--- config.mk ---
export PLATFORM = sky130hd
export DESIGN_NAME = jrsc_front
export DESIGN_NICKNAME = d
export VERILOG_FILES = /design/src/design/jrsc_pkg.sv /design/src/design/jrsc_front.sv
export VERILOG_INCLUDE_DIRS = /design/src /design/src/design
export SDC_FILE = /design/constraint.sdc
export NUM_CORES = 2
export LEC_CHECK = 0
export BUFFER_PORTS_ARGS = -buffer_cell sky130_fd_sc_hd__buf_2
export CORE_ASPECT_RATIO = 1.2
export CORE_MARGIN = 5
export CORE_UTILIZATION = 30
export DETAILED_ROUTE_END_ITERATION = 10
export PLACE_DENSITY = 0.53
export SLEW_MARGIN = 25
export SYNTH_ARGS = -nofsm -noshare
export SYNTH_HDL_FRONTEND = slang
export SYNTH_SLANG_ARGS = --single-unit
--- constraint.sdc ---
create_clock -name i_clk -period 22.4 [get_ports i_clk]
set_input_delay 4.48 -clock i_clk [delete_from_list [all_inputs] [get_ports i_clk]]
set_output_delay 4.48 -clock i_clk [all_outputs]
set_load 0.01 [all_outputs]
--- src/design/assert_macros.svh ---
// Assertion macros shared by the design files.
`ifndef ASSERT_MACROS_SVH
`define ASSERT_MACROS_SVH
// Implication checked at every rising clock edge outside reset.
`define ASSERT_IMPL(label, clk, rst_n, ante, cons, msg) \
    label: assert property (@(posedge clk) disable iff (!rst_n) (ante) |-> (cons)) \
        else $error(msg);
// Condition that must never hold outside reset.
`define ASSERT_NEVER(label, clk, rst_n, cond, msg) \
    label: assert property (@(posedge clk) disable iff (!rst_n) !(cond)) \
        else $error(msg);
`endif

--- src/design/jrsc_pkg.sv ---
`timescale 1ns / 1ps
package jrsc_pkg;
    localparam int OFFSET_BITS = 40;
    localparam int CNT_BITS = 40;
    localparam logic [31:0] JR_MAGIC = 32'h41434A52;
    localparam logic [15:0] JR_VERSION = 16'd1;
    localparam logic [31:0] JR_HEADER_BYTES = 32'd20;
    localparam logic [31:0] CRC_POLY = 32'hEDB88320;
    localparam logic [39:0] CNT_MAX = 40'hFF_FFFF_FFFF;
    localparam int QDEPTH = 4;
    localparam int QAW = 2;

    typedef enum logic [2:0] {
        PH_HEADER  = 3'd0,
        PH_PAYLOAD = 3'd1,
        PH_CRC     = 3'd2,
        PH_PENDING = 3'd3,
        PH_ERROR   = 3'd4
    } t_phase;

    typedef enum logic [2:0] {
        K_APPLIED  = 3'd0,
        K_IGNORED  = 3'd1,
        K_END_OK   = 3'd2,
        K_END_TRUNC = 3'd3,
        K_HDR_ERR  = 3'd4,
        K_CRC_ERR  = 3'd5
    } t_kind;

    localparam logic REG_MAX_PAYLOAD = 1'b0;
    localparam logic REG_SKIP_SEQ = 1'b1;

    typedef struct packed {
        t_kind       kind;
        logic [63:0] record_sequence;
        logic [15:0] record_type;
        logic [31:0] payload_length;
        logic [39:0] byte_position;
        logic [39:0] applied_count;
        logic [39:0] ignored_count;
        logic        last_of_run;
    } t_result;

    function automatic logic [31:0] crc_byte(logic [31:0] c_in, logic [7:0] b);
        logic [31:0] c;
        c = c_in ^ {24'd0, b};
        for (int i = 0; i < 8; i++) begin
            c = c[0] ? ((c >> 1) ^ CRC_POLY) : (c >> 1);
        end
        return c;
    endfunction
endpackage

--- src/design/jrsc_front.sv ---
`timescale 1ns / 1ps
`include "assert_macros.svh"
module jrsc_front (
    input  logic        i_clk,
    input  logic        i_rst_n,
    input  logic        i_take,
    input  logic [7:0]  i_data_byte,
    input  logic        i_byte_present,
    input  logic        i_end_of_stream,
    input  logic [31:0] i_max_payload,
    input  logic [63:0] i_skip_seq,
    output logic        o_res0_valid,
    output logic        o_res1_valid,
    output jrsc_pkg::t_result o_res0,
    output jrsc_pkg::t_result o_res1
);
    jrsc_pkg::t_phase r_phase, n_phase;
    logic [31:0] r_left, n_left;
    logic [63:0] r_shift, n_shift;
    logic [15:0] r_type, n_type;
    logic [63:0] r_seq, n_seq;
    logic [31:0] r_len, n_len;
    logic [31:0] r_crc, n_crc;
    logic [31:0] r_rcrc, n_rcrc;
    logic [63:0] r_prev, n_prev;
    logic [jrsc_pkg::OFFSET_BITS-1:0] r_off, n_off, r_start, n_start, r_valid, n_valid;
    logic [39:0] r_app, n_app, r_ign, n_ign;
    logic r_bad, n_bad;
    logic [31:0] left_dec;
    logic [63:0] shift_new;
    logic        v0, v1;
    jrsc_pkg::t_result res0, res1;
    logic [39:0] start_pos, valid_pos;

    assign start_pos = 40'(r_start);

    always_comb begin
        n_phase = r_phase; n_left = r_left; n_shift = r_shift; n_type = r_type;
        n_seq = r_seq; n_len = r_len; n_crc = r_crc; n_rcrc = r_rcrc;
        n_prev = r_prev; n_off = r_off; n_start = r_start; n_valid = r_valid;
        n_app = r_app; n_ign = r_ign; n_bad = r_bad;
        v0 = 1'b0; v1 = 1'b0; res0 = '0; res1 = '0;
        left_dec = r_left - 32'd1;
        shift_new = {r_shift[55:0], i_data_byte};
        valid_pos = '0;
        if (i_byte_present) begin
            n_off = r_off + 1'b1;
            unique case (r_phase)
                jrsc_pkg::PH_PENDING: begin
                    v0 = 1'b1;
                    res0 = '{jrsc_pkg::K_CRC_ERR, r_seq, r_type, r_len, start_pos,
                             r_app, r_ign, 1'b0};
                    n_phase = jrsc_pkg::PH_ERROR;
                end
                jrsc_pkg::PH_ERROR: ;
                jrsc_pkg::PH_HEADER: begin
                    n_crc = jrsc_pkg::crc_byte(r_crc, i_data_byte);
                    n_shift = shift_new;
                    n_left = left_dec;
                    if (left_dec == 32'd16 && shift_new[31:0] != jrsc_pkg::JR_MAGIC)
                        n_bad = 1'b1;
                    if (left_dec == 32'd14 && shift_new[15:0] != jrsc_pkg::JR_VERSION)
                        n_bad = 1'b1;
                    if (left_dec == 32'd12) n_type = shift_new[15:0];
                    if (left_dec == 32'd4) n_seq = shift_new;
                    if (left_dec == 32'd0) begin
                        n_len = shift_new[31:0];
                        if (r_bad || r_type == 16'd0 || shift_new[31:0] > i_max_payload ||
                            r_seq == 64'd0 ||
                            (r_prev != 64'd0 && r_seq != r_prev + 64'd1)) begin
                            v0 = 1'b1;
                            res0 = '{jrsc_pkg::K_HDR_ERR, r_seq, r_type, shift_new[31:0],
                                     start_pos, r_app, r_ign, 1'b0};
                            n_phase = jrsc_pkg::PH_ERROR;
                        end else if (shift_new[31:0] == 32'd0) begin
                            n_phase = jrsc_pkg::PH_CRC; n_left = 32'd4;
                        end else begin
                            n_phase = jrsc_pkg::PH_PAYLOAD; n_left = shift_new[31:0];
                        end
                    end
                end
                jrsc_pkg::PH_PAYLOAD: begin
                    n_crc = jrsc_pkg::crc_byte(r_crc, i_data_byte);
                    n_left = left_dec;
                    if (left_dec == 32'd0) begin
                        n_phase = jrsc_pkg::PH_CRC; n_left = 32'd4;
                    end
                end
                jrsc_pkg::PH_CRC: begin
                    n_rcrc = {r_rcrc[23:0], i_data_byte};
                    n_left = left_dec;
                    if (left_dec == 32'd0) begin
                        if (n_rcrc == ~r_crc) begin
                            n_prev = r_seq;
                            n_valid = n_off;
                            if (r_seq <= i_skip_seq) begin
                                if (r_ign != jrsc_pkg::CNT_MAX) n_ign = r_ign + 40'd1;
                                res0.kind = jrsc_pkg::K_IGNORED;
                            end else begin
                                if (r_app != jrsc_pkg::CNT_MAX) n_app = r_app + 40'd1;
                                res0.kind = jrsc_pkg::K_APPLIED;
                            end
                            v0 = 1'b1;
                            res0.record_sequence = r_seq;
                            res0.record_type = r_type;
                            res0.payload_length = r_len;
                            res0.byte_position = start_pos;
                            res0.applied_count = n_app;
                            res0.ignored_count = n_ign;
                            n_phase = jrsc_pkg::PH_HEADER;
                            n_left = jrsc_pkg::JR_HEADER_BYTES;
                            n_shift = '0;
                            n_crc = '1;
                            n_rcrc = '0;
                            n_bad = 1'b0;
                            n_start = n_off;
                        end else begin
                            n_phase = jrsc_pkg::PH_PENDING;
                        end
                    end
                end
                default: ;
            endcase
        end
        if (i_end_of_stream) begin
            valid_pos = 40'(n_valid);
            res1 = '{jrsc_pkg::K_END_OK, n_prev, 16'd0, 32'd0, valid_pos,
                     n_app, n_ign, 1'b1};
            if (n_phase == jrsc_pkg::PH_PAYLOAD || n_phase == jrsc_pkg::PH_CRC ||
                n_phase == jrsc_pkg::PH_PENDING ||
                (n_phase == jrsc_pkg::PH_HEADER && n_left != jrsc_pkg::JR_HEADER_BYTES))
                res1.kind = jrsc_pkg::K_END_TRUNC;
            v1 = 1'b1;
        end else begin
            res0.last_of_run = v0;
        end
    end

    always_ff @(posedge i_clk) begin
        if (!i_rst_n || (i_take && i_end_of_stream)) begin
            r_phase <= jrsc_pkg::PH_HEADER; r_left <= jrsc_pkg::JR_HEADER_BYTES;
            r_shift <= '0; r_type <= '0; r_seq <= '0; r_len <= '0;
            r_crc <= '1; r_rcrc <= '0; r_prev <= '0; r_off <= '0;
            r_start <= '0; r_valid <= '0; r_app <= '0; r_ign <= '0; r_bad <= 1'b0;
        end else if (i_take) begin
            r_phase <= n_phase; r_left <= n_left; r_shift <= n_shift; r_type <= n_type;
            r_seq <= n_seq; r_len <= n_len; r_crc <= n_crc; r_rcrc <= n_rcrc;
            r_prev <= n_prev; r_off <= n_off; r_start <= n_start; r_valid <= n_valid;
            r_app <= n_app; r_ign <= n_ign; r_bad <= n_bad;
        end
    end

    assign o_res0_valid = i_take && v0;
    assign o_res1_valid = i_take && v1;
    assign o_res0 = res0;
    assign o_res1 = res1;

    `ASSERT_IMPL(a_err_sticky, i_clk, i_rst_n,
        $past(r_phase == jrsc_pkg::PH_ERROR && !(i_take && i_end_of_stream)),
        r_phase == jrsc_pkg::PH_ERROR, "error phase left before end of stream")
    `ASSERT_NEVER(a_crc_left, i_clk, i_rst_n,
        r_phase == jrsc_pkg::PH_CRC && (r_left == 32'd0 || r_left > 32'd4),
        "checksum byte count out of range")
endmodule

Yosys cells after proc, flatten, opt, wreduce, memory -nomap -nowiden
Index checks and enable logic that the tools add are counted.
{"block": "op_classes", "n_addsub": 5, "order_cmp": 2, "n_eq_ne": 20, "n_mux": 75, "bitwise": 10, "n_reduce_logical": 35}
{"cell": "$mux 236", "count": 3}
{"cell": "$pmux 235 s3", "count": 1}
{"cell": "$mux 40", "count": 16}
{"cell": "$mux 32", "count": 17}
{"cell": "$mux 233", "count": 2}
{"cell": "$mux 64", "count": 4}
{"cell": "$mux 235", "count": 1}
{"cell": "$add 40x1->40 const B", "count": 3}
{"cell": "$mux 56", "count": 2}
{"cell": "$not 13->14", "count": 8}
{"cell": "$pmux 56 s2", "count": 1}
{"cell": "$pmux 32 s3", "count": 1}
{"cell": "$ne 40x40->1 const B", "count": 2}
{"cell": "$add 64x1->64 const B", "count": 1}
{"cell": "$eq 32x4->1 const B", "count": 2}
{"cell": "$le 64x64->1", "count": 1}
{"cell": "$logic_not 32->1", "count": 2}
{"cell": "$logic_not 64->1", "count": 1}
{"cell": "$ne 64x64->1", "count": 1}
{"cell": "$pmux 32 s2", "count": 1}
{"cell": "$reduce_bool 64->1", "count": 1}
{"cell": "$mux 24", "count": 2}
{"cell": "$eq 32x3->1 const B", "count": 1}
{"cell": "$eq 32x32->1", "count": 1}
{"cell": "other kinds (30)", "count": 72}
{"block": "totals", "regBits": 524, "input_bits": 109, "out_inout_bits": 474, "wordCells": 162}

Depth between registers and ports, before layout
{"block": "logic_depth", "depth_word": 18, "depth_mapped": 18, "mapped_depth_nobuf": 15}

Worst setup path after synthesis
No wires, ideal clock.
{"block": "synth_timing", "kind": "in2out", "from": "input i_data_byte[0]", "to": "output o_res1[233] in the netlist's numbering", "t_arrival_ns": 8.791, "required_time_ns": 17.920, "setup_slack_ns": 9.129, "path_stages": 16, "path_cell_list": "clkbuf_1 inv_1 ha_1 nand4_1 nor4_1 nand2_1 or4b_2 nand3_1 or4b_1 or4_1 o31a_1 nor3_2 nor4_1 or4_1 or4_1 o41a_1"}
{"item": "start: declaration", "line": "jrsc_front.sv:7", "text": "input logic [7:0] i_data_byte,"}
{"item": "end: declaration", "line": "jrsc_front.sv:15", "text": "output jrsc_pkg::t_result o_res1"}

==> flow_summary_export.csv <==
group,metric,value,unit
outcome,status,"finished clean",
floorplan,rows,139,
clock_network,ctsResizeCount,0,
clock_network,insertion_delay,0.63,ns
detailed_routing,drt-total-wl,163000,microns
placement,gp_congestion,1.00,
clock_network,clock_sinks,524,
timing,post-route-period-util,67.1,%
placement,dp_hpwl,116000,microns
timing,period_minus_slack,15.02,ns
detailed_routing,vias,37819,
timing,setup_tns,0,ns
clock_network,holdBufCountCts,0,
clock_network,numCtsBuffers,67,
setup_path,arrival,10.54,ns
clock_network,cts_root_buf,"clkbuf_16",
setup_path,critPathMaxFanout,49,
yosys,avgSynthCellArea,7.23,sq um
power,power_density,57.7,nW/um^2
clock_network,clk_pin_slew,0.06,ns
clock_network,clockBufferDepth,3,
cells_and_area,regArea,10500,sq um
yosys,ys.flop_type,"dfxtp_1",
timing,timing.hold.ws,0.452,ns
timing,finalHoldViolCount,0,
yosys,yosysWarningCount,0,
grt,grt_pass1_vias,36046,
detailed_routing,wire_per_inst,23.8,microns
setup_path,end_kind,"primary output",
yosys,ys_seq_elements,524,
timing,fmax,66.6,MHz
cells_and_area,fin_nets,5443,
placement,dpl_cell_area,39500,sq um
yosys,synthCells,4969,
floorplan,die_h,389,microns
detailed_routing,via_per_inst,5.54,
cells_and_area,drive_gt1_share,15.4,%
floorplan,core,119000,sq um
floorplan,io_pins,583,
detailed_routing,firstDrtPassIters,6,
detailed_routing,drtIter0Drc,3374,
setup_path,crit_type,"in2out",
grt,globalRouteOverflowTotal,0,
grt,grt_max_degree,187,
timing,rsz0062_at_grt,"false",
detailed_routing,drc_errors,0,
cells_and_area,multi_input_area,23300,sq um
timing,worst_pin_slew,1.07,ns
placement,port_buffers,532,
power,power,2.43,mW
power,ir_worst_vdd,0.0413,mV
timing,slew_violations,0,
cells_and_area,fillCellCount,12748,
setup_path,cp-start-kind,"input port",
grt,antenna_found_initial,3,
clock_network,cts_max_level,3,
floorplan,initial_core_util,30.1,%
power,p_leak,17.0,nW
timing,setup_violations,0,
cells_and_area,post-route-util,35.3,%
floorplan,dieArea,127000,sq um
timing,clock_skew,0.0244,ns
yosys,post_synth_num_cell_types,89,
grt,grt_pass1_wl,239000,microns
cells_and_area,stdcell_area,42100,sq um
clock_network,cts_tree,"yes",
timing,maxSlewHeadroom,28.9,%
floorplan,die_x,326,microns
yosys,async_reset_ff_share,0,%
yosys,synth-seq-area-share,29.2,%
cells_and_area,syn2layout_area_growth,17.1,%
grt,grt_util_all_layers,24.2,%
setup_path,required,17.92,ns
job,max_cap_violations,0,
worst_hold_path,min_path_type,"reg2reg",
detailed_routing,antenna_left,0,
clock_network,cts_setup_buffers,0,
yosys,synth-edff-count,0,
yosys,syn-cell-area,35900,sq um
through the flow:
step / setup slack, ns / instances
2_1_floorplan: 9.13 / 5018
3_3_place_gp: 7.23 / 6708
3_5_place_dp: 7.45 / 6709
4_1_cts: 7.43 / 6829
5_1_grt: 7.08 / 6830
6_report: 7.38 / 6832
routing by layer:
layer  wire length, microns  track usage [%]
met3                  11200             4.26
met4                   8180             11.1
met5                     13                0
met2                  77200             41.4
met1                  65900             29.8
logic make-up after synthesis:
logic type	count (synthesis)	synth area share [%]
AOI/OAI and AO/OA	1063	19.3
DFF	524	29.2
xor gates and xnor gates	384	9.36
adders and majority gates	106	3.69
and+or+nand+nor	2238	30.3
muxes	39	1.11
buffers and inverters	614	7.10
other	1	0.0104
registers in the layout, summed over array words and instances, names as in the netlist, 40 cells and up:
signal / count
r_start: 40
r_seq: 64
r_prev: 64
r_shift: 56
r_ign: 40
r_app: 40
r_off: 40
r_valid: 40
worst max-delay path: stages:
cell and delay, ns:
buf_2 0.33, inv_1 0.09, ha_1 0.29, nand4_1 0.12, nor4_1 0.63, nand2_1 0.08, or4b_2 0.25, nand3_1 0.21
or4b_1 0.57, or4_1 0.58, o31ai_1 0.66, a2111oi_0 0.28, o211ai_1 0.22, buf_4 0.55, inv_2 0.46, a21o_1 0.27
mux2_2 0.25, buf_2 0.14
area by class of cell:
cell class                      instances  share of cell area, %
Timing Repair Buffer                  618                   7.97
Clock inverter                         44                   1.84
Multi-Input combinational cell       3880                   55.2
Inverter                              137                   1.22
Antenna cell                            2                 0.0119
Tap cell                             1551                   4.61
Sequential cell                       524                   24.9
Clock buffer                           76                   4.21
cells in the mapped netlist (all sizes together), types with 11 or more instances:
cell type / number / share of area [%]
xor2: 181 / 4.4
or3: 45 / 0.78
inv: 137 / 1.4
and3: 40 / 0.70
nor4: 118 / 2.1
nand3: 139 / 2.0
a22oi: 82 / 1.7
nand4: 146 / 2.6
nand2b: 16 / 0.28
mux2i: 32 / 0.89
or2: 18 / 0.31
a22o: 36 / 0.88
xnor2: 203 / 4.9
buf: 90 / 1.6
and2: 208 / 3.6
nand4b: 11 / 0.27
a31oi: 54 / 0.94
o21a: 15 / 0.31
o21ai: 202 / 2.8
nor2b: 22 / 0.38
clkbuf: 387 / 4.0
nor2: 500 / 5.2
a21o: 39 / 0.81
o211a: 40 / 1.1
a21boi: 83 / 1.7
a211oi: 95 / 2.0
nor3: 161 / 2.3
or4: 33 / 0.70
and4: 27 / 0.66
o31ai: 24 / 0.50
dfxtp: 524 / 29
a21oi: 295 / 4.1
ha: 106 / 3.7
o211ai: 12 / 0.25
nand2: 719 / 7.5
layout by cell type (no fill, tap or decap), types with 39 or more instances in the layout:
cell	instances
dfxtp_1	524
clkbuf_16	68
and3_1	40
nor3_1	150
or3_1	44
a21boi_0	83
a21o_1	39
a211oi_1	95
nor4_1	113
nor2_1	490
nand3_1	138
a21oi_1	295
xnor2_1	203
o21ai_0	198
o211a_1	40
nand4_1	145
conb_1	50
buf_2	531
xor2_1	181
a31oi_1	54
inv_1	136
buf_4	82
and2_1	208
nand2_1	715
a22oi_1	82
ha_1	106
worst paths after layout:
check | slack (ns) | cells after the start | endpoint | from
worst max-delay path | 7.38 | 18 | o_res0[65] | i_data_byte[0]
worst min-delay path | 0.45 | 2 | r_len[5]$_SDFFE_PP0P_ | r_len[5]$_SDFFE_PP0P_
worst max register to register | 15.94 | 13 | r_left[17]$_SDFFE_PP0P_ | r_prev[2]$_SDFFE_PP0P_
worst min register to register | 0.45 | 2 | r_len[5]$_SDFFE_PP0P_ | r_len[5]$_SDFFE_PP0P_
power by group:
part | internal, mW | switching, mW
Clock | 0.795 | 0.474
Sequential | 0.940 | 0.0137
Combinational | 0.0725 | 0.133
Power figures use the tool's default switching activity.
